## src/hdl/tsnb_pkg.sv

```systemverilog
package tsnb_pkg;

  // Texture geometry
  localparam int MaxDim   = 256;
  localparam int DimW     = 9;
  localparam int CoordW   = 8;
  localparam int AddrW    = 2 * CoordW;
  localparam int MemDepth = MaxDim * MaxDim;

  // Arithmetic widths
  localparam int FracW  = 16;
  localparam int ScaleW = DimW + FracW;
  localparam int WtW    = 9;
  localparam int WgtW   = 17;
  localparam int ChanW  = 8;
  localparam int NumChan = 4;
  localparam int AccW   = 24;
  localparam int TexelW = NumChan * ChanW;

  // Stream payload widths
  localparam int InDataW  = 112;
  localparam int OutDataW = TexelW;

  // Full weight (1.0 in 1.8 fixed point)
  localparam logic [WtW-1:0] WtOne = WtW'(256);

  // Operation codes carried in tuser
  localparam logic FuncWrite  = 1'b0;
  localparam logic FuncSample = 1'b1;

  // Filter modes
  localparam logic ModeNearest  = 1'b0;
  localparam logic ModeBilinear = 1'b1;

  // Register map (index = paddr[3:2])
  typedef enum logic [1:0] {
    REG_FILTER_MODE = 2'd0,
    REG_TEX_WIDTH   = 2'd1,
    REG_TEX_HEIGHT  = 2'd2
  } reg_idx_e;

  // Controller states
  typedef enum logic [2:0] {
    ST_IDLE,
    ST_SCALE,
    ST_INDEX,
    ST_READ,
    ST_DRAIN,
    ST_DONE
  } state_e;

  typedef struct packed {
    logic            filter_mode;
    logic [DimW-1:0] tex_width;
    logic [DimW-1:0] tex_height;
  } cfg_t;

  // Commands from controller to datapath
  typedef struct packed {
    logic       load;   // capture sample coordinates
    logic       write;  // store texel from the input transfer
    logic       scale;  // register scaled coordinates
    logic       index;  // register texel indices and weights, clear sums
    logic       rd;     // issue a texel read
    logic [1:0] sel;    // neighbour: bit 0 right, bit 1 below
    logic       emit;   // load the result register
  } cmd_t;

  // Size register to size in use
  function automatic logic [DimW-1:0] eff_dim(input logic [DimW-1:0] r);
    logic [DimW-1:0] d;
    if (r == '0) begin
      d = DimW'(1);
    end else if (r > DimW'(MaxDim)) begin
      d = DimW'(MaxDim);
    end else begin
      d = r;
    end
    return d;
  endfunction

endpackage

```

## src/hdl/tsnb_ctrl.sv

```systemverilog
module tsnb_ctrl
  import tsnb_pkg::*;
(
  input  logic clk_i,
  input  logic rst_ni,
  input  logic s_tvalid,
  input  logic s_tuser,
  output logic s_tready,
  input  logic filter_mode_i,
  input  logic out_busy_i,
  output cmd_t cmd_o
);

  state_e     state_q, state_d;
  logic [1:0] sel_q, sel_d;

  // State and neighbour counter
  always_ff @(posedge clk_i or negedge rst_ni) begin
    if (!rst_ni) begin
      state_q <= ST_IDLE;
      sel_q   <= '0;
    end else begin
      state_q <= state_d;
      sel_q   <= sel_d;
    end
  end

  // Next state
  always_comb begin
    state_d = state_q;
    sel_d   = sel_q;
    unique case (state_q)
      ST_IDLE: begin
        if (s_tvalid && (s_tuser == FuncSample)) state_d = ST_SCALE;
      end
      ST_SCALE: state_d = ST_INDEX;
      ST_INDEX: begin
        state_d = ST_READ;
        sel_d   = '0;
      end
      ST_READ: begin
        if ((filter_mode_i == ModeNearest) || (sel_q == '1)) begin
          state_d = ST_DRAIN;
        end else begin
          sel_d = sel_q + 2'd1;
        end
      end
      ST_DRAIN: state_d = ST_DONE;
      ST_DONE: begin
        if (!out_busy_i) state_d = ST_IDLE;
      end
      default: state_d = ST_IDLE;
    endcase
  end

  // Outputs
  always_comb begin
    cmd_o    = '0;
    s_tready = 1'b0;
    unique case (state_q)
      ST_IDLE: begin
        s_tready    = 1'b1;
        cmd_o.load  = s_tvalid && (s_tuser == FuncSample);
        cmd_o.write = s_tvalid && (s_tuser == FuncWrite);
      end
      ST_SCALE: cmd_o.scale = 1'b1;
      ST_INDEX: cmd_o.index = 1'b1;
      ST_READ: begin
        cmd_o.rd  = 1'b1;
        cmd_o.sel = sel_q;
      end
      ST_DRAIN: ;
      ST_DONE:  cmd_o.emit = !out_busy_i;
      default: ;
    endcase
  end

`ifndef ASSERT_OFF
  // An accepted sample starts the scale step on the next cycle
  a_sample_starts: assert property (@(posedge clk_i) disable iff (!rst_ni)
    (s_tvalid && s_tready && (s_tuser == FuncSample)) |=> (state_q == ST_SCALE))
    else $error("sample accepted but scale step not entered");

  // A result is never loaded over one still waiting
  a_emit_free: assert property (@(posedge clk_i) disable iff (!rst_ni)
    cmd_o.emit |-> !out_busy_i)
    else $error("result register overwritten");

  // Nearest mode reads exactly one texel
  a_nearest_one: assert property (@(posedge clk_i) disable iff (!rst_ni)
    ((state_q == ST_READ) && (filter_mode_i == ModeNearest)) |=> (state_q == ST_DRAIN))
    else $error("nearest sample issued more than one read");

  // Reads always start with the base texel
  a_sel_start: assert property (@(posedge clk_i) disable iff (!rst_ni)
    (state_q == ST_INDEX) |=> (sel_q == '0))
    else $error("read sequence does not start at base texel");
`endif

endmodule

```

## config.mk

```make
export PLATFORM = sky130hd
export DESIGN_NAME = tsnb_ctrl
export DESIGN_NICKNAME = d
export VERILOG_FILES = /design/src/hdl/tsnb_pkg.sv /design/src/hdl/tsnb_ctrl.sv
export SDC_FILE = /design/constraint.sdc
export NUM_CORES = 1
export LEC_CHECK = 0
export BUFFER_PORTS_ARGS = -buffer_cell sky130_fd_sc_hd__buf_4
export CORE_AREA = 8 8 45 47
export CTS_BUF_LIST = sky130_fd_sc_hd__clkbuf_8
export DETAILED_ROUTE_END_ITERATION = 10
export DIE_AREA = 0 0 53 55
export SLEW_MARGIN = 20
export SYNTH_ARGS = -nofsm -noshare
export SYNTH_HDL_FRONTEND = slang
export SYNTH_SLANG_ARGS = --single-unit
```

## constraint.sdc

```tcl
create_clock -name clk_i -period 1.8 [get_ports clk_i]
set_input_delay 0.27 -clock clk_i [delete_from_list [all_inputs] [get_ports clk_i]]
set_output_delay 0.27 -clock clk_i [all_outputs]
set_load 0.05 [all_outputs]
```

==> results.py <==
metrics = {
    "floorplanning": {
        "dieArea_um2": 2920,
        "coreArea_um2": 1380,
        "start_util_pct": 24.8,
        "die_x_um": 53,
        "ios": 15,
        "rows": 14,
        "die_y_um": 55,
    },
    "layout": {
        "n_antenna_cell": 0,
        "area_delta_synth_final_pct": 56.2,
        "final-instance-count-excl-fill": 74,
        "nFillCells": 147,
        "nNetsFinal": 66,
        "drive_above_1_share_pct": 39.7,
    },
    "cts": {
        "cts_hold_buffers": 1,
        "numCtsBuffers": 3,
        "post_cts_resize_count": 0,
        "post-cts-setup-buffers": 0,
        "clk-insertion-delay-late_ns": 0.22,
        "clock_path_buffers": 2,
        "htreeDepth": 1,
        "cts.clk_slew.worst_paths_ns": 0.04,
        "cts_tree": "built",
        "cts_root_buffer": "clkbuf_8",
        "cts_sinks": 5,
    },
    "place": {
        "pre_cts_ws_ns": 0.304,
        "gp_congestion": 0.704,
        "portBuffers": 14,
        "place_hpwl_um": 674,
        "dp_cells": 69,
    },
    "timing": {
        "hold_violations": 0,
        "fin_skew_ns": 0.00455,
        "setup_viol": 0,
        "layout_min_cycle_time_ns": 1.64,
        "period_share_pct": 90.9,
        "setup_slack_ns": 0.164,
        "max_freq_ghz": 0.611,
        "worstMarginPinSlew_ns": 0.312,
        "slew_headroom_pct": 79.2,
        "rsz0062_at_grt": "false",
        "drv_slew": 0,
    },
    "setup_path": {
        "endpoint": "cmd_o[1]",
        "cp_top_family": "flip-flops",
        "critPathSlowestCell": "dfrtp_1",
        "cp-startpoint": "state_q[1]",
        "worstReg2RegStart": "sel_q[0]",
        "rr_endpoint": "sel_q[0]",
        "cp-end-kind": "output pin",
        "startpoint_type": "register",
        "crit_arrival_ns": 1.37,
        "crit_cells": 3,
        "rr_worst_depth": 4,
        "path_cells": "nor2b_1 -> and3_1 -> buf_4",
        "path_max_fanout": 8,
        "crit_type": "reg2out",
        "r2r_setup_slack_ns": 0.31,
        "slowest_delay_ns": 0.51,
        "required_ns": 1.53,
        "critPathBufInv": 1,
    },
    "synthesis": {
        "synth_seq_cells": 5,
        "synth_area_leaders": "dfrtp_1 (36%), and3_1 (7.3%), a21oi_1 (4.4%), nor3_1 (4.4%), nand2_1 (4.4%)",
        "syn_inst": 40,
        "synth_fp_nets": 47,
        "avgSynthCellArea_um2": 8.57,
        "ys_types": 20,
        "synth.top_cell.area_share_pct": 36.5,
        "yosysSeqAreaShare_pct": 36.5,
        "synth_warnings": 0,
        "netlist_area_um2": 343,
        "yosysTopAreaCell": "dfrtp_1",
    },
    "power": {
        "p_leak_nw": 0.268,
        "pwr_density_cell_nw_per_um2": 2100,
        "ir_drop_uv": 707,
    },
    "route": {
        "firstDrtPassIters": 2,
        "drt_iter0_drc": 3,
        "wl_per_cell_um": 11.7,
        "post-route-drc-count": 0,
        "vias_per_cell": 4.82,
        "drt_wl_total_um": 869,
        "dr_total_vias": 357,
        "ant_nets": 0,
    },
    "run_status": {
        "status": "finished, final reports clean",
    },
    "min_path": {
        "hold_path.class": "in2async",
    },
    "global_route": {
        "grt_max_degree": 10,
        "grt_pass1_wl_um": 1530,
        "grt-ovfl-total": 0,
        "antenna_found_initial": 0,
        "grtUsageTotal_pct": 7.01,
        "grt_pass1_vias": 336,
    },
    "run": {
        "drv_cap": 0,
    },
}
## flip-flops by register name, indices dropped and copies added, names as in the netlist
signal,flops
state_q,3
sel_q,2
## per-layer routing
metal / part of all wire, % / vias up / GRT usage (%)
met5: 0 / - / 0
met2: 50 / 10 / 10.7
met3: 11 / 0 / 5.08
met4: 0 / 0 / 2.59
li1: - / 178 / -
met1: 38 / 169 / 7.35
## cells in the final DEF (no fill, tap or decap)
| cell type | synthesis | final |
|---|---|---|
| clkbuf_8 | 0 | 3 |
| nand2b_4 | 1 | 1 |
| and2_1 | 2 | 2 |
| nor3_4 | 0 | 1 |
| nor2_2 | 0 | 1 |
| or4b_1 | 1 | 1 |
| a311o_1 | 1 | 1 |
| nand3_1 | 2 | 2 |
| dfrtp_1 | 5 | 5 |
| a211o_1 | 1 | 1 |
| and3_1 | 4 | 3 |
| a21oi_1 | 3 | 3 |
| ha_1 | 1 | 1 |
| dlygate4sd3_1 | 0 | 1 |
| a32o_1 | 1 | 1 |
| inv_1 | 1 | 2 |
| nor3_1 | 3 | 2 |
| nor2b_1 | 1 | 1 |
| nor3b_2 | 0 | 1 |
| buf_4 | 0 | 15 |
| nor2_1 | 4 | 3 |
| nand2b_1 | 2 | 2 |
| and3_2 | 0 | 1 |
| nand2_1 | 4 | 4 |
## where the power goes
part | internal, mW | total [mW] | switching [mW]
clock | 0.146 | 0.203 | 0.0562
combinational | 0.246 | 0.653 | 0.407
sequential | 0.163 | 0.269 | 0.107
total | 0.555 | 1.12 | 0.570
## cells in the mapped netlist
cell,instances
dfrtp_1,5
nand2b_4,1
a21oi_1,3
a211o_1,1
nor3_1,3
buf_6,1
a311o_1,1
ha_1,1
nand2_1,4
and3_1,4
clkbuf_1,1
nand3_1,2
and2_1,2
nor3b_1,1
nor2b_1,1
a32o_1,1
or4b_1,1
inv_1,1
nor2_1,4
nand2b_1,2
## cell families after synthesis
group	Yosys count	synth area share, %
flops	5	36.5
buf+inv	3	5.47
compound gates	6	12.8
simple gates	25	41.6
fa+ha+maj	1	3.65
## per-stage QoR
stage	instance area [um2]	util [%]	hold WS, ns	total power, mW	setup TNS [ns]
6_report	536	38.7	0.392	1.12	0
5_1_grt	536	38.7	0.405	1.21	0
4_1_cts	536	38.7	0.392	1.15	0
3_5_place_dp	480	34.7	0.0741	0.932	0
3_3_place_gp	480	34.7	0.0787	0.928	0
2_1_floorplan	363	-	-0.0256	0.766	-0.0290
## worst min path at each step
stage / to / slack [ns]
floorplan: sel_q[0] / -0.03
global placement: state_q[0] / 0.08
finish: state_q[0] / 0.39
global route: state_q[0] / 0.40
detailed placement: state_q[0] / 0.07
CTS: state_q[0] / 0.39
## cell type report
cell class,count,area [um2],share of cell area [%]
multi-input cells,32,219,40.9
flip-flops and latches,5,125,23.4
repair buffers,16,123,22.9
clock buffers,3,41.3,7.71
well taps,16,20.0,3.74
clock inverters,1,3.75,0.701
inverters,1,3.75,0.701
(Power assumes the default switching activity.)
